File: src/rtl/tmws_pkg.sv
`timescale 1ns / 1ps
// ----------------------------------------------------------------------------
// tmws_pkg
// Shared types, constants and the microcode program of the straight-move
// drive unit.
// ----------------------------------------------------------------------------
package tmws_pkg;

	// Field widths fixed by the register map and the drive format.
	localparam int unsigned TGT_BITS      = 23;
	localparam int unsigned RAMP_BITS     = 23;
	localparam int unsigned GAIN_BITS     = 16;
	localparam int unsigned DRIVE_BITS    = 16;
	localparam int unsigned CFG_DATA_BITS = 23;
	localparam int unsigned CFG_IDX_BITS  = 2;

	// Register indexes on the configuration port.
	localparam logic [CFG_IDX_BITS-1:0] REG_TARGET   = 2'd0;
	localparam logic [CFG_IDX_BITS-1:0] REG_RAMP     = 2'd1;
	localparam logic [CFG_IDX_BITS-1:0] REG_PROP     = 2'd2;
	localparam logic [CFG_IDX_BITS-1:0] REG_INTEGRAL = 2'd3;

	// Register values after reset.
	localparam logic [TGT_BITS-1:0]  TGT_RESET      = 23'd16375;
	localparam logic [RAMP_BITS-1:0] RAMP_RESET     = 23'd4010;
	localparam logic [GAIN_BITS-1:0] PROP_RESET     = 16'd1049;
	localparam logic [GAIN_BITS-1:0] INTEGRAL_RESET = 16'd2097;

	// Profile arithmetic: 0.8 in Q15 is 2^17 / 5, offset 0.1 in Q15,
	// and the PI sum goes from Q20 to Q15 with an extra halving.
	localparam int unsigned SCALE_SHIFT  = 17;
	localparam int unsigned DEN_SHIFT    = 2;
	localparam int          Q15_PLATEAU  = 26214;
	localparam int          Q15_OFFSET   = 3277;
	localparam int unsigned PI_SHIFT     = 6;
	localparam int          DRIVE_MAX    = 32767;
	localparam int          DRIVE_MIN    = -32768;

	// Configuration register file.
	typedef struct packed {
		logic [TGT_BITS-1:0]  target;
		logic [RAMP_BITS-1:0] ramp;
		logic [GAIN_BITS-1:0] prop;
		logic [GAIN_BITS-1:0] integral;
	} cfg_t;

	// Datapath status used for conditional jumps.
	typedef struct packed {
		logic past;
		logic tri_shape;
		logic up;
		logic down;
		logic not_uptri;
		logic div_more;
	} flags_t;

	// Datapath operations.
	typedef logic [3:0] op_t;
	localparam op_t OP_NOP      = 4'd0;
	localparam op_t OP_LOAD     = 4'd1;
	localparam op_t OP_END      = 4'd2;
	localparam op_t OP_PLAT     = 4'd3;
	localparam op_t OP_NUM_D    = 4'd4;
	localparam op_t OP_NUM_R    = 4'd5;
	localparam op_t OP_DIV_INIT = 4'd6;
	localparam op_t OP_DIV_STEP = 4'd7;
	localparam op_t OP_DIV_FIN  = 4'd8;
	localparam op_t OP_MUL_P    = 4'd9;
	localparam op_t OP_MUL_I    = 4'd10;
	localparam op_t OP_SUM      = 4'd11;
	localparam op_t OP_EMIT     = 4'd12;

	// Hold conditions: the step waits and its operation is suppressed.
	typedef logic [1:0] hold_t;
	localparam hold_t H_NONE     = 2'd0;
	localparam hold_t H_NO_IN    = 2'd1;
	localparam hold_t H_OUT_FULL = 2'd2;

	// Jump conditions.
	typedef logic [2:0] cond_t;
	localparam cond_t C_NEVER     = 3'd0;
	localparam cond_t C_ALWAYS    = 3'd1;
	localparam cond_t C_NOT_PAST  = 3'd2;
	localparam cond_t C_TRI       = 3'd3;
	localparam cond_t C_UP        = 3'd4;
	localparam cond_t C_DOWN      = 3'd5;
	localparam cond_t C_NOT_UPTRI = 3'd6;
	localparam cond_t C_DIV_MORE  = 3'd7;

	// Program addresses.
	localparam int unsigned STEP_BITS = 5;
	typedef logic [STEP_BITS-1:0] step_t;
	localparam step_t S_IDLE     = 5'd0;
	localparam step_t S_CHECK    = 5'd1;
	localparam step_t S_END      = 5'd2;
	localparam step_t S_SHAPE    = 5'd3;
	localparam step_t S_UP       = 5'd4;
	localparam step_t S_DOWN     = 5'd5;
	localparam step_t S_PLAT     = 5'd6;
	localparam step_t S_TRI      = 5'd7;
	localparam step_t S_NUM_D    = 5'd8;
	localparam step_t S_NUM_R    = 5'd9;
	localparam step_t S_DIV_INIT = 5'd10;
	localparam step_t S_DIV_STEP = 5'd11;
	localparam step_t S_DIV_FIN  = 5'd12;
	localparam step_t S_MUL_P    = 5'd13;
	localparam step_t S_MUL_I    = 5'd14;
	localparam step_t S_SUM      = 5'd15;
	localparam step_t S_EMIT     = 5'd16;
	localparam step_t S_LAST     = 5'd16;

	// One control word of the program.
	typedef struct packed {
		op_t   op;
		hold_t hold;
		cond_t cond;
		step_t target;
	} ucode_t;

	function automatic ucode_t uword(input op_t o, input hold_t h, input cond_t c,
			input step_t t);
		ucode_t w;
		w.op     = o;
		w.hold   = h;
		w.cond   = c;
		w.target = t;
		return w;
	endfunction

	// Microcode program. Unused addresses return to idle.
	function automatic ucode_t ucode_rom(input step_t a);
		ucode_t w;
		unique case (a)
			S_IDLE:     w = uword(OP_LOAD,     H_NO_IN,    C_NEVER,     S_IDLE);
			S_CHECK:    w = uword(OP_NOP,      H_NONE,     C_NOT_PAST,  S_SHAPE);
			S_END:      w = uword(OP_END,      H_OUT_FULL, C_ALWAYS,    S_IDLE);
			S_SHAPE:    w = uword(OP_NOP,      H_NONE,     C_TRI,       S_TRI);
			S_UP:       w = uword(OP_NOP,      H_NONE,     C_UP,        S_NUM_D);
			S_DOWN:     w = uword(OP_NOP,      H_NONE,     C_DOWN,      S_NUM_R);
			S_PLAT:     w = uword(OP_PLAT,     H_NONE,     C_ALWAYS,    S_MUL_P);
			S_TRI:      w = uword(OP_NOP,      H_NONE,     C_NOT_UPTRI, S_NUM_R);
			S_NUM_D:    w = uword(OP_NUM_D,    H_NONE,     C_ALWAYS,    S_DIV_INIT);
			S_NUM_R:    w = uword(OP_NUM_R,    H_NONE,     C_NEVER,     S_IDLE);
			S_DIV_INIT: w = uword(OP_DIV_INIT, H_NONE,     C_NEVER,     S_IDLE);
			S_DIV_STEP: w = uword(OP_DIV_STEP, H_NONE,     C_DIV_MORE,  S_DIV_STEP);
			S_DIV_FIN:  w = uword(OP_DIV_FIN,  H_NONE,     C_NEVER,     S_IDLE);
			S_MUL_P:    w = uword(OP_MUL_P,    H_NONE,     C_NEVER,     S_IDLE);
			S_MUL_I:    w = uword(OP_MUL_I,    H_NONE,     C_NEVER,     S_IDLE);
			S_SUM:      w = uword(OP_SUM,      H_NONE,     C_NEVER,     S_IDLE);
			S_EMIT:     w = uword(OP_EMIT,     H_OUT_FULL, C_ALWAYS,    S_IDLE);
			default:    w = uword(OP_NOP,      H_NONE,     C_ALWAYS,    S_IDLE);
		endcase
		return w;
	endfunction

endpackage

File: src/rtl/tmws_ifs.sv
`timescale 1ns / 1ps
// ----------------------------------------------------------------------------
// tmws_ifs
// Valid/ready channels of the straight-move drive unit: encoder samples in,
// motor drive words out.
// ----------------------------------------------------------------------------

// Encoder sample channel.
interface tmws_in_if #(
	parameter int COUNT_BITS = 24
);
	logic                         valid;
	logic                         ready;
	logic signed [COUNT_BITS-1:0] left_count;
	logic signed [COUNT_BITS-1:0] right_count;

	modport source (output valid, output left_count, output right_count, input ready);
	modport sink   (input valid, input left_count, input right_count, output ready);
endinterface

// Motor drive channel.
interface tmws_out_if;
	logic                                     valid;
	logic                                     ready;
	logic signed [tmws_pkg::DRIVE_BITS-1:0]   left_drive;
	logic signed [tmws_pkg::DRIVE_BITS-1:0]   right_drive;
	logic                                     done_res;

	modport source (output valid, output left_drive, output right_drive,
		output done_res, input ready);
	modport sink   (input valid, input left_drive, input right_drive,
		input done_res, output ready);
endinterface

File: src/rtl/tmws_seq.sv
`timescale 1ns / 1ps
// ----------------------------------------------------------------------------
// tmws_seq
// Microcode sequencer: step counter, program ROM, hold and jump logic.
// ----------------------------------------------------------------------------
module tmws_seq (
	input  logic                clk,
	input  logic                arst_n,
	input  logic                in_valid,
	input  logic                out_full,
	input  tmws_pkg::flags_t    flags,
	output tmws_pkg::op_t       op,
	output logic                in_ready
);

	tmws_pkg::step_t  step_q;
	tmws_pkg::ucode_t cw;
	logic             held;
	logic             jump;

	// Fetch the control word of the current step.
	assign cw = tmws_pkg::ucode_rom(step_q);

	// A step holds while its handshake partner is not there.
	always_comb begin
		unique case (cw.hold)
			tmws_pkg::H_NO_IN:    held = !in_valid;
			tmws_pkg::H_OUT_FULL: held = out_full;
			default:              held = 1'b0;
		endcase
	end

	// Jump condition select.
	always_comb begin
		unique case (cw.cond)
			tmws_pkg::C_NEVER:     jump = 1'b0;
			tmws_pkg::C_ALWAYS:    jump = 1'b1;
			tmws_pkg::C_NOT_PAST:  jump = !flags.past;
			tmws_pkg::C_TRI:       jump = flags.tri_shape;
			tmws_pkg::C_UP:        jump = flags.up;
			tmws_pkg::C_DOWN:      jump = flags.down;
			tmws_pkg::C_NOT_UPTRI: jump = flags.not_uptri;
			tmws_pkg::C_DIV_MORE:  jump = flags.div_more;
			default:               jump = 1'b0;
		endcase
	end

	assign op       = held ? tmws_pkg::OP_NOP : cw.op;
	assign in_ready = (cw.hold == tmws_pkg::H_NO_IN);

	// Step counter.
	always_ff @(posedge clk or negedge arst_n) begin
		if (!arst_n) begin
			step_q <= tmws_pkg::S_IDLE;
		end else if (!held) begin
			step_q <= jump ? cw.target : tmws_pkg::step_t'(step_q + 1'b1);
		end
	end

	// The program counter stays inside the program.
	a_step_range: assert property (@(posedge clk) disable iff (!arst_n)
		step_q <= tmws_pkg::S_LAST)
		else $error("step counter left the program");

	// The idle step issues no load without a word at the input.
	a_no_load_idle: assert property (@(posedge clk) disable iff (!arst_n)
		(in_ready && !in_valid) |-> (op == tmws_pkg::OP_NOP))
		else $error("load issued without an input word");

endmodule

File: src/rtl/tmws_dp.sv
`timescale 1ns / 1ps
// ----------------------------------------------------------------------------
// tmws_dp
// Datapath: move state, profile compares, restoring divider, shared PI
// multiplier, drive saturation and the output register.
// ----------------------------------------------------------------------------
module tmws_dp #(
	parameter int COUNT_BITS = 24
) (
	input  logic                                   clk,
	input  logic                                   arst_n,
	input  tmws_pkg::cfg_t                         cfg,
	input  tmws_pkg::op_t                          op,
	input  logic signed [COUNT_BITS-1:0]           l_in,
	input  logic signed [COUNT_BITS-1:0]           r_in,
	input  logic                                   out_ready,
	output tmws_pkg::flags_t                       flags,
	output logic                                   out_full,
	output logic                                   out_valid,
	output logic signed [tmws_pkg::DRIVE_BITS-1:0] left_drive,
	output logic signed [tmws_pkg::DRIVE_BITS-1:0] right_drive,
	output logic                                   done_res
);

	// Width plan.
	localparam int MAG_BITS  = (COUNT_BITS > 24) ? COUNT_BITS : 24;
	localparam int NW        = MAG_BITS + 1;
	localparam int DW        = MAG_BITS + 2;
	localparam int QB        = MAG_BITS + tmws_pkg::SCALE_SHIFT;
	localparam int DEN_BITS  = tmws_pkg::RAMP_BITS + 3;
	localparam int BW        = QB + 1;
	localparam int CNT_BITS  = $clog2(QB + 1);
	localparam int DIFF_BITS = COUNT_BITS + 2;
	localparam int PW        = tmws_pkg::GAIN_BITS + 1 + DIFF_BITS;
	localparam int SW        = PW + 1;
	localparam int PIW       = SW - tmws_pkg::PI_SHIFT;
	localparam int XW        = ((BW > PIW) ? BW : PIW) + 2;

	localparam logic signed [XW-1:0] X_OFFSET = XW'(tmws_pkg::Q15_OFFSET);
	localparam logic signed [XW-1:0] X_MAX    = XW'(tmws_pkg::DRIVE_MAX);
	localparam logic signed [XW-1:0] X_MIN    = XW'(tmws_pkg::DRIVE_MIN);
	localparam logic signed [BW-1:0] B_PLAT   = BW'(tmws_pkg::Q15_PLATEAU);

	// Move state and the latched sample.
	logic signed [COUNT_BITS-1:0] travelled_q;
	logic signed [COUNT_BITS-1:0] last_left_q;
	logic signed [COUNT_BITS-1:0] last_right_q;
	logic signed [COUNT_BITS-1:0] l_q;
	logic signed [COUNT_BITS-1:0] r_q;

	// Divider and accumulator registers.
	logic signed [NW-1:0]         num_q;
	logic [DEN_BITS-1:0]          den_q;
	logic [DEN_BITS-1:0]          rem_q;
	logic [QB-1:0]                quo_q;
	logic                         neg_q;
	logic [CNT_BITS-1:0]          cnt_q;
	logic signed [BW-1:0]         base_q;
	logic signed [PW-1:0]         prod_q;
	logic signed [SW-1:0]         acc_q;

	// Output register.
	logic                                   out_valid_q;
	logic signed [tmws_pkg::DRIVE_BITS-1:0] left_q;
	logic signed [tmws_pkg::DRIVE_BITS-1:0] right_q;
	logic                                   done_q;

	logic [tmws_pkg::RAMP_BITS-1:0] ramp_eff;
	logic signed [DW-1:0]           d_w;
	logic signed [DW-1:0]           tgt_w;
	logic signed [DW-1:0]           ramp_w;
	logic signed [DW-1:0]           togo_w;
	logic [NW-1:0]                  num_abs;
	logic [DEN_BITS:0]              trial;
	logic                           trial_ge;
	logic signed [DIFF_BITS-1:0]    ll;
	logic signed [DIFF_BITS-1:0]    rr;
	logic signed [DIFF_BITS-1:0]    ddiff;
	logic signed [DIFF_BITS-1:0]    lr;
	logic signed [tmws_pkg::GAIN_BITS:0] mul_a;
	logic signed [DIFF_BITS-1:0]    mul_b;
	logic signed [PW-1:0]           mul_p;
	logic signed [XW-1:0]           base_x;
	logic signed [XW-1:0]           pi_x;
	logic signed [XW-1:0]           sum_l;
	logic signed [XW-1:0]           sum_r;

	function automatic logic signed [tmws_pkg::DRIVE_BITS-1:0] sat_drive(
			input logic signed [XW-1:0] v);
		logic signed [XW-1:0] c;
		if (v > X_MAX) begin
			c = X_MAX;
		end else if (v < X_MIN) begin
			c = X_MIN;
		end else begin
			c = v;
		end
		return c[tmws_pkg::DRIVE_BITS-1:0];
	endfunction

	// Profile compares on the travelled count; a zero ramp acts as one.
	assign ramp_eff = (cfg.ramp == '0) ? tmws_pkg::RAMP_BITS'(1) : cfg.ramp;
	assign d_w      = DW'(travelled_q);
	assign tgt_w    = {{(DW-tmws_pkg::TGT_BITS){1'b0}}, cfg.target};
	assign ramp_w   = {{(DW-tmws_pkg::RAMP_BITS){1'b0}}, ramp_eff};
	assign togo_w   = tgt_w - d_w;

	assign flags.past      = d_w > tgt_w;
	assign flags.tri_shape = (ramp_w <<< 1) >= tgt_w;
	assign flags.not_uptri = !((d_w <<< 1) < tgt_w);
	assign flags.up        = d_w < ramp_w;
	assign flags.down      = togo_w <= ramp_w;
	assign flags.div_more  = cnt_q != CNT_BITS'(1);

	// One restoring division step per cycle.
	assign num_abs  = num_q[NW-1] ? NW'(-num_q) : NW'(num_q);
	assign trial    = {rem_q, quo_q[QB-1]};
	assign trial_ge = trial >= {1'b0, den_q};

	// Wheel-sync operands and the shared multiplier.
	assign ll    = DIFF_BITS'(l_q);
	assign rr    = DIFF_BITS'(r_q);
	assign ddiff = (ll - DIFF_BITS'(last_left_q)) - (rr - DIFF_BITS'(last_right_q));
	assign lr    = ll - rr;
	assign mul_a = (op == tmws_pkg::OP_MUL_I) ? $signed({1'b0, cfg.integral})
		: $signed({1'b0, cfg.prop});
	assign mul_b = (op == tmws_pkg::OP_MUL_I) ? lr : ddiff;
	assign mul_p = mul_a * mul_b;

	// Drive sums: the PI term is the accumulator floored by the shift.
	assign base_x = XW'(base_q);
	assign pi_x   = XW'($signed(acc_q[SW-1:tmws_pkg::PI_SHIFT]));
	assign sum_l  = base_x + X_OFFSET - pi_x;
	assign sum_r  = base_x + X_OFFSET + pi_x;

	// Move state, cleared at reset and at the end of a move.
	always_ff @(posedge clk or negedge arst_n) begin
		if (!arst_n) begin
			travelled_q  <= '0;
			last_left_q  <= '0;
			last_right_q <= '0;
		end else if (op == tmws_pkg::OP_END) begin
			travelled_q  <= '0;
			last_left_q  <= '0;
			last_right_q <= '0;
		end else if (op == tmws_pkg::OP_EMIT) begin
			travelled_q  <= l_q;
			last_left_q  <= l_q;
			last_right_q <= r_q;
		end
	end

	// Working registers driven by the control word.
	always_ff @(posedge clk) begin
		case (op)
			tmws_pkg::OP_LOAD: begin
				l_q <= l_in;
				r_q <= r_in;
			end
			tmws_pkg::OP_PLAT: begin
				base_q <= B_PLAT;
			end
			tmws_pkg::OP_NUM_D: begin
				num_q <= d_w[NW-1:0];
			end
			tmws_pkg::OP_NUM_R: begin
				num_q <= togo_w[NW-1:0];
			end
			tmws_pkg::OP_DIV_INIT: begin
				den_q <= ({3'b000, ramp_eff} << tmws_pkg::DEN_SHIFT) + {3'b000, ramp_eff};
				quo_q <= {num_abs[MAG_BITS-1:0], {tmws_pkg::SCALE_SHIFT{1'b0}}};
				rem_q <= '0;
				neg_q <= num_q[NW-1];
			end
			tmws_pkg::OP_DIV_STEP: begin
				rem_q <= trial_ge ? DEN_BITS'(trial - {1'b0, den_q}) : trial[DEN_BITS-1:0];
				quo_q <= {quo_q[QB-2:0], trial_ge};
			end
			tmws_pkg::OP_DIV_FIN: begin
				base_q <= neg_q ? -$signed({1'b0, quo_q}) : $signed({1'b0, quo_q});
			end
			tmws_pkg::OP_MUL_P: begin
				prod_q <= mul_p;
			end
			tmws_pkg::OP_MUL_I: begin
				acc_q  <= SW'(prod_q);
				prod_q <= mul_p;
			end
			tmws_pkg::OP_SUM: begin
				acc_q <= acc_q + SW'(prod_q);
			end
			default: begin
			end
		endcase
	end

	// Divider step counter.
	always_ff @(posedge clk or negedge arst_n) begin
		if (!arst_n) begin
			cnt_q <= '0;
		end else if (op == tmws_pkg::OP_DIV_INIT) begin
			cnt_q <= CNT_BITS'(QB);
		end else if (op == tmws_pkg::OP_DIV_STEP) begin
			cnt_q <= cnt_q - 1'b1;
		end
	end

	// Output word register; it is written only when free or being taken.
	assign out_full = out_valid_q && !out_ready;

	always_ff @(posedge clk or negedge arst_n) begin
		if (!arst_n) begin
			out_valid_q <= 1'b0;
		end else if (op == tmws_pkg::OP_EMIT || op == tmws_pkg::OP_END) begin
			out_valid_q <= 1'b1;
		end else if (out_ready) begin
			out_valid_q <= 1'b0;
		end
	end

	always_ff @(posedge clk) begin
		if (op == tmws_pkg::OP_EMIT) begin
			left_q  <= sat_drive(sum_l);
			right_q <= sat_drive(sum_r);
			done_q  <= 1'b0;
		end else if (op == tmws_pkg::OP_END) begin
			left_q  <= '0;
			right_q <= '0;
			done_q  <= 1'b1;
		end
	end

	assign out_valid   = out_valid_q;
	assign left_drive  = left_q;
	assign right_drive = right_q;
	assign done_res    = done_q;

	// A result is never written over a word that still waits.
	a_no_overwrite: assert property (@(posedge clk) disable iff (!arst_n)
		(op == tmws_pkg::OP_EMIT || op == tmws_pkg::OP_END) |-> !out_full)
		else $error("output word overwritten while stalled");

	// Ending a move leaves all move state at zero.
	a_end_clears: assert property (@(posedge clk) disable iff (!arst_n)
		(op == tmws_pkg::OP_END) |=>
		(travelled_q == '0 && last_left_q == '0 && last_right_q == '0))
		else $error("move state not cleared at end of move");

	// The partial remainder stays below the divisor.
	a_rem_bound: assert property (@(posedge clk) disable iff (!arst_n)
		(op == tmws_pkg::OP_DIV_STEP) |=> (rem_q < den_q))
		else $error("divider remainder out of range");

endmodule

File: src/rtl/trapezoid_move_with_wheel_sync_unit.sv
`timescale 1ns / 1ps
// ----------------------------------------------------------------------------
// trapezoid_move_with_wheel_sync_unit
// Straight-move drive profile with PI wheel synchronization.
//
// in_ch carries one word per control sample: the left and right encoder
// counts since the move started. out_ch returns one word for each: the left
// and right drives in Q1.15 and done_res, which is high on the word that
// ends the move (drives zero, move state cleared for the next move).
// Registers are written on the cfg port (target, ramp, P gain, I gain); the
// user must write them only while the unit is idle, and the block itself
// does not enforce it. A microcode sequencer runs one word at a time. It
// ends the move, takes the plateau value or, on a ramp, runs the restoring
// divider that resolves one quotient bit per cycle; the ramp down outside
// the triangle takes one more compare. A new word is accepted as soon as
// the program is back at its idle step. A finished word waits in the
// output register while the next is computed; if it is still not taken
// when the next result is ready, the program holds on its final step.
// After reset the registers hold their default values, the move state is
// zero and no word is pending.
// ----------------------------------------------------------------------------
module trapezoid_move_with_wheel_sync_unit #(
	parameter int COUNT_BITS = 24
) (
	input  logic                                    clk,
	input  logic                                    arst_n,
	tmws_in_if.sink                                 in_ch,
	tmws_out_if.source                              out_ch,
	input  logic                                    cfg_we,
	input  logic [tmws_pkg::CFG_IDX_BITS-1:0]       cfg_idx,
	input  logic [tmws_pkg::CFG_DATA_BITS-1:0]      cfg_data
);

	tmws_pkg::cfg_t   cfg_q;
	tmws_pkg::flags_t flags;
	tmws_pkg::op_t    op;
	logic             in_ready;
	logic             out_full;

	// Configuration register file.
	always_ff @(posedge clk or negedge arst_n) begin
		if (!arst_n) begin
			cfg_q.target   <= tmws_pkg::TGT_RESET;
			cfg_q.ramp     <= tmws_pkg::RAMP_RESET;
			cfg_q.prop     <= tmws_pkg::PROP_RESET;
			cfg_q.integral <= tmws_pkg::INTEGRAL_RESET;
		end else if (cfg_we) begin
			unique case (cfg_idx)
				tmws_pkg::REG_TARGET:   cfg_q.target   <= cfg_data[tmws_pkg::TGT_BITS-1:0];
				tmws_pkg::REG_RAMP:     cfg_q.ramp     <= cfg_data[tmws_pkg::RAMP_BITS-1:0];
				tmws_pkg::REG_PROP:     cfg_q.prop     <= cfg_data[tmws_pkg::GAIN_BITS-1:0];
				tmws_pkg::REG_INTEGRAL: cfg_q.integral <= cfg_data[tmws_pkg::GAIN_BITS-1:0];
				default: begin
				end
			endcase
		end
	end

	// Sequencer.
	tmws_seq u_seq (
		.clk      (clk),
		.arst_n   (arst_n),
		.in_valid (in_ch.valid),
		.out_full (out_full),
		.flags    (flags),
		.op       (op),
		.in_ready (in_ready)
	);

	assign in_ch.ready = in_ready;

	// Datapath.
	tmws_dp #(
		.COUNT_BITS (COUNT_BITS)
	) u_dp (
		.clk         (clk),
		.arst_n      (arst_n),
		.cfg         (cfg_q),
		.op          (op),
		.l_in        (in_ch.left_count),
		.r_in        (in_ch.right_count),
		.out_ready   (out_ch.ready),
		.flags       (flags),
		.out_full    (out_full),
		.out_valid   (out_ch.valid),
		.left_drive  (out_ch.left_drive),
		.right_drive (out_ch.right_drive),
		.done_res    (out_ch.done_res)
	);

endmodule
File: src/flat_wrapper.sv
// flat-port wrapper written by rule: the top's interface ports become plain ports
module trapezoid_move_with_wheel_sync_unit_flat 
#(
	parameter int COUNT_BITS = 24
)
  (clk, arst_n, cfg_we, cfg_idx, cfg_data, in_ch_valid, in_ch_left_count, in_ch_right_count, in_ch_ready, out_ch_valid, out_ch_left_drive, out_ch_right_drive, out_ch_done_res, out_ch_ready);
  tmws_in_if #(.COUNT_BITS(COUNT_BITS)) in_ch_i ();
  tmws_out_if out_ch_i ();
  input  logic clk;
  input  logic arst_n;
  input  logic cfg_we;
  input  logic [tmws_pkg::CFG_IDX_BITS-1:0] cfg_idx;
  input  logic [tmws_pkg::CFG_DATA_BITS-1:0] cfg_data;
  input wire logic [$bits(in_ch_i.valid)-1:0] in_ch_valid;
  input wire logic [$bits(in_ch_i.left_count)-1:0] in_ch_left_count;
  input wire logic [$bits(in_ch_i.right_count)-1:0] in_ch_right_count;
  output wire logic [$bits(in_ch_i.ready)-1:0] in_ch_ready;
  output wire logic [$bits(out_ch_i.valid)-1:0] out_ch_valid;
  output wire logic [$bits(out_ch_i.left_drive)-1:0] out_ch_left_drive;
  output wire logic [$bits(out_ch_i.right_drive)-1:0] out_ch_right_drive;
  output wire logic [$bits(out_ch_i.done_res)-1:0] out_ch_done_res;
  input wire logic [$bits(out_ch_i.ready)-1:0] out_ch_ready;
  assign in_ch_i.valid = in_ch_valid;
  assign in_ch_i.left_count = in_ch_left_count;
  assign in_ch_i.right_count = in_ch_right_count;
  assign in_ch_ready = in_ch_i.ready;
  assign out_ch_valid = out_ch_i.valid;
  assign out_ch_left_drive = out_ch_i.left_drive;
  assign out_ch_right_drive = out_ch_i.right_drive;
  assign out_ch_done_res = out_ch_i.done_res;
  assign out_ch_i.ready = out_ch_ready;
  trapezoid_move_with_wheel_sync_unit #(.COUNT_BITS(COUNT_BITS)) u_core (.clk(clk), .arst_n(arst_n), .in_ch(in_ch_i), .out_ch(out_ch_i), .cfg_we(cfg_we), .cfg_idx(cfg_idx), .cfg_data(cfg_data));
endmodule
File: config.mk
export PLATFORM = sky130hd
export DESIGN_NAME = trapezoid_move_with_wheel_sync_unit_flat
export DESIGN_NICKNAME = d
export VERILOG_FILES = /design/src/rtl/tmws_pkg.sv /design/src/rtl/tmws_ifs.sv /design/src/rtl/tmws_seq.sv /design/src/rtl/tmws_dp.sv /design/src/rtl/trapezoid_move_with_wheel_sync_unit.sv /design/src/flat_wrapper.sv
export SDC_FILE = /design/constraint.sdc
export NUM_CORES = 2
export LEC_CHECK = 0
export BUFFER_PORTS_ARGS = -buffer_cell sky130_fd_sc_hd__buf_2
export CORE_ASPECT_RATIO = 0.8
export CORE_MARGIN = 8
export CORE_UTILIZATION = 55
export DETAILED_ROUTE_END_ITERATION = 10
export GPL_TIMING_DRIVEN = 0
export PLACE_DENSITY = 0.81
export SYNTH_ARGS = -nofsm -noshare
export SYNTH_HDL_FRONTEND = slang
export SYNTH_HIERARCHICAL = 1
export SYNTH_SLANG_ARGS = --single-unit
export TNS_END_PERCENT = 10
File: constraint.sdc
create_clock -name clk -period 15.5 [get_ports clk]
set_input_delay 3.1 -clock clk [delete_from_list [all_inputs] [get_ports clk]]
set_output_delay 3.1 -clock clk [all_outputs]
set_load 0.01 [all_outputs]
==> run_results.csv <==
group,metric,value,unit
global_route,grt_first_pass_wirelength,238.1,mm
clock_network,worst_skew_pair.late_latency,0.63,ns
synth,register_bit_total_from_synthesis,467,
worst_hold_path,hold_path_end,"u_core/u_dp/done_res",
timing,finalHoldViolations,0,
synth,synth_top_cells_by_area,"sky130_fd_sc_hd__edfxtp_1 19%, sky130_fd_sc_hd__fa_1 18%, sky130_fd_sc_hd__ha_1 11%, sky130_fd_sc_hd__inv_1 5.9%, sky130_fd_sc_hd__dfrtp_1 5.2%",
run,maxCapViolCount,2,
synth,synth_area,52000,µm²
route,route.vias.total,43010,
synth,synth-xor-area-share,5.743,%
synth,synth_async_sr_flop_share,29.55,%
placement,gp_routability_congestion,1.048,
route,viasPerCell,6.021,
timing,worst_clock_skew,0.04203,ns
critical_path,cp_slowest_stage_delay,0.73,ns
critical_path,worst_setup_path_start_kind,"primary input",
floorplanning,core_area,94270,µm²
floorplanning,die_height,291.0,µm
layout,most-common-layout-cells,"818 x sky130_fd_sc_hd__inv_1, 573 x sky130_fd_sc_hd__nand2_1, 461 x sky130_fd_sc_hd__fa_1",
synth,synth.mux.area_fraction,3.359,%
synth,synth_compound_gate_area_share,14.40,%
critical_path,worst-r2r-cell-count,41,
critical_path,timing.rr.end,"u_core/u_dp/prod_q[41]",
critical_path,worst_setup_path_end_kind,"flip-flop",
clock_network,post_cts_buffers,0,
worst_hold_path,min_path_type,"reg -> reg",
layout,syn2layout_area_growth,7.714,%
route,wire_per_inst,21.52,µm
layout,area.sequential,13360,µm²
layout,layout_commonest_cell,"sky130_fd_sc_hd__inv_1",
outcome,failing_checks,"max-capacitance violations, max-slew violations",
critical_path,ff2ff_setup_slack,2.56,ns
clock_network,htreeDepth,2,
layout,fill_cells,7888,
synth,synth-seq-area-share,25.69,%
critical_path,critPathRequiredTime,15.84,ns
clock_network,postCtsHoldBufs,0,
timing,fmax,0.06835,GHz
synth,combinational_family_with_the_most_area_after_synthesis,"adder cells",
synth,synth.avg_cell_area,9.133,µm²
synth,synthesis.nets,6687,
clock_network,numClockSinks,467,
clock_network,cts_tree,"yes",
synth,yosys_warnings,6,
synth,yosys.area.top_type_share,18.94,%
synth,yosys.area_share.simple,14.59,%
timing,min_period_over_period,94.39,%
timing,fin_tns_setup,0,ns
floorplanning,die_w,359.8,µm
global_route,antenna_violations_before_repair,5,
layout,fraction_of_layout_cells_with_a_size_suffix_above_1,6.723,%
worst_hold_path,worstHoldPathCells,2,
route,drt_wl_total,153.7,mm
global_route,pin_count_of_the_biggest_net_entering_global_routing,80,
route,detailed_routing_iteration_count_for_the_pre_antenna_repair_pass,8,
critical_path,data_arrival_at_the_endpoint_of_the_critical_path,14.97,ns
timing,max_slew_margin,-5.868,%
synth,post_synth_inst_count,5694,
timing,max_slew.worst_pin.slew,1.575,ns
floorplanning,number_of_standard_cell_rows_in_the_floorplan,101,
global_route,global_route_total_usage_across_every_layer,28.42,%
layout,nNetsFinal,6860,
placement,dpl-instance-area,54320,µm²
critical_path,worstReg2RegStart,"u_core/u_seq/step_q[2]",
clock_network,clkTransAtPathRegs,0.06,ns
global_route,grt_remaining_overflow,0,
clock_network,numCtsBuffers,50,
synth,synth-main-ff-cell,"sky130_fd_sc_hd__edfxtp_1",
clock_network,cts_max_path_buffers,3,
floorplanning,design.die.area,104700,µm²
placement,detailed_place_hpwl,125.1,mm
synth,synth_top_area_cell,"sky130_fd_sc_hd__edfxtp_1",
synth,number_of_enable_flip_flop_cells_after_synthesis,328,
critical_path,critPathSlowestCell,"sky130_fd_sc_hd__clkbuf_1",
route,ant_nets,0,
timing,worst_case_hold_slack,0.4942,ns
synth,synth-adder-area-share,28.69,%
timing,setup_violations,0,
critical_path,maximum_fanout_along_the_worst_path,10,
outcome,outcome,"finished with violations",
critical_path,ws_path_type,"in -> reg",
worst_hold_path,hp-start,"u_core/u_dp/done_res",
clock_network,post_cts_resized,0,
timing,grt_setup_unrepaired,"false",
route,route.detailed.drc,0,
timing,layout_min_cycle_time,14.63,ns
placement,io_buffer_count,112,
route,detailedRoute.firstIterationViolations,4602,
global_route,number_of_global_route_vias_before_repair,42140,
clock_network,clock_tree.root_cell,"sky130_fd_sc_hd__clkbuf_16",
floorplanning,initial_core_utilization,55.16,%
timing,finalMaxSlewViolations,16,
floorplanning,design.portCount,113,
layout,multi_input_comb_area,34750,µm²
synth,synth_cell_types,98,
layout,final_cell_area,56020,µm²
## critical path, delay by kind of cell
kind                     cells  cell delay, ns
AO/OA/AOI/OAI               11            3.29
adder cells (fa/ha/maj)      7            3.23
AND/OR/NAND/NOR              8            2.41
buffers and inverters        8            2.09
multiplexers                 1            0.68
XOR/XNOR                     1            0.10
## cell families (layout without fill, tap and decap cells)
logic type | after synthesis | in the layout
DFF | 467 | 467
AOI/OAI and AO/OA | 1162 | 1162
xor gates and xnor gates | 341 | 341
muxes | 161 | 161
adders and majority gates | 916 | 916
buffers and inverters | 1031 | 1242
other | 0 | 2
and+or+nand+nor | 1616 | 1616
## how the worst max path moves through the flow
| stage | from | endpoint | cells past startpoint |
|---|---|---|---|
| final | out_ch_ready | u_core/u_dp/prod_q[41] | 36 |
| after global routing | out_ch_ready | u_core/u_dp/prod_q[41] | 37 |
| after CTS | out_ch_ready | u_core/u_dp/prod_q[41] | 37 |
| after detailed placement | out_ch_ready | u_core/u_dp/prod_q[41] | 37 |
| after global placement | out_ch_ready | u_core/u_dp/prod_q[41] | 35 |
| after floorplan | out_ch_ready | u_core/u_dp/prod_q[41] | 37 |
## routing by layer
metal | global-route usage [%] | vias up | wire length [µm]
met4 | 8.827 | 8 | 5610
met3 | 9.513 | 314 | 19200
met2 | 42.18 | 2350 | 64180
met5 | 0 | - | 49
met1 | 39.30 | 20660 | 64690
li1 | - | 19680 | -
## metrics by stage
step,std cells,utilization (%),setup slack [ns]
global placement,7042,57.40,0.9876
CTS,7140,59.40,1.210
global route,7141,59.41,0.4931
floorplan,5694,-,3.952
detailed placement,7050,57.62,0.6588
finish,7143,59.42,0.8692
## Yosys cell counts (83+ instances only)
| library cell | n |
|---|---|
| sky130_fd_sc_hd__o21ai_0 | 274 |
| sky130_fd_sc_hd__nand2_1 | 573 |
| sky130_fd_sc_hd__edfxtp_1 | 328 |
| sky130_fd_sc_hd__xor2_1 | 127 |
| sky130_fd_sc_hd__ha_1 | 454 |
| sky130_fd_sc_hd__a21o_1 | 120 |
| sky130_fd_sc_hd__clkbuf_1 | 180 |
| sky130_fd_sc_hd__nor3_1 | 83 |
| sky130_fd_sc_hd__nor2_1 | 431 |
| sky130_fd_sc_hd__a21oi_1 | 285 |
| sky130_fd_sc_hd__fa_1 | 461 |
| sky130_fd_sc_hd__xnor2_1 | 214 |
| sky130_fd_sc_hd__dfrtp_1 | 109 |
| sky130_fd_sc_hd__mux2_2 | 103 |
| sky130_fd_sc_hd__inv_1 | 819 |
## flip-flops by register name, indices dropped and copies added (netlist names)
name                      flops
u_core/u_dp/done_res          1
u_core/u_dp/quo_q            41
u_core/u_dp/last_left_q      24
u_core/u_dp/acc_q            44
u_core/cfg_q                 78
u_core/u_dp/neg_q             1
u_core/u_dp/den_q            26
u_core/u_dp/right_drive      16
u_core/u_dp/out_valid         1
u_core/u_dp/rem_q            26
u_core/u_dp/base_q           42
u_core/u_dp/prod_q           43
u_core/u_dp/r_q              24
u_core/u_dp/left_drive       16
u_core/u_dp/last_right_q     24
u_core/u_dp/cnt_q             6
u_core/u_dp/num_q            25
u_core/u_dp/l_q              24
u_core/u_seq/step_q           5
## cell type report
cell class,count,area share [%]
clock inverter,25,0.5428
multi-input combinational,4196,62.05
buffer,206,1.472
inverter,825,5.528
antenna,2,0.008935
tap,1236,2.761
sequential,467,23.85
clock buffer,65,2.450
timing repair buffer,121,1.342
Power is left out: the tool's default activity adds up to more than one toggle a clock period on the data nets, which glitch-free logic cannot reach.
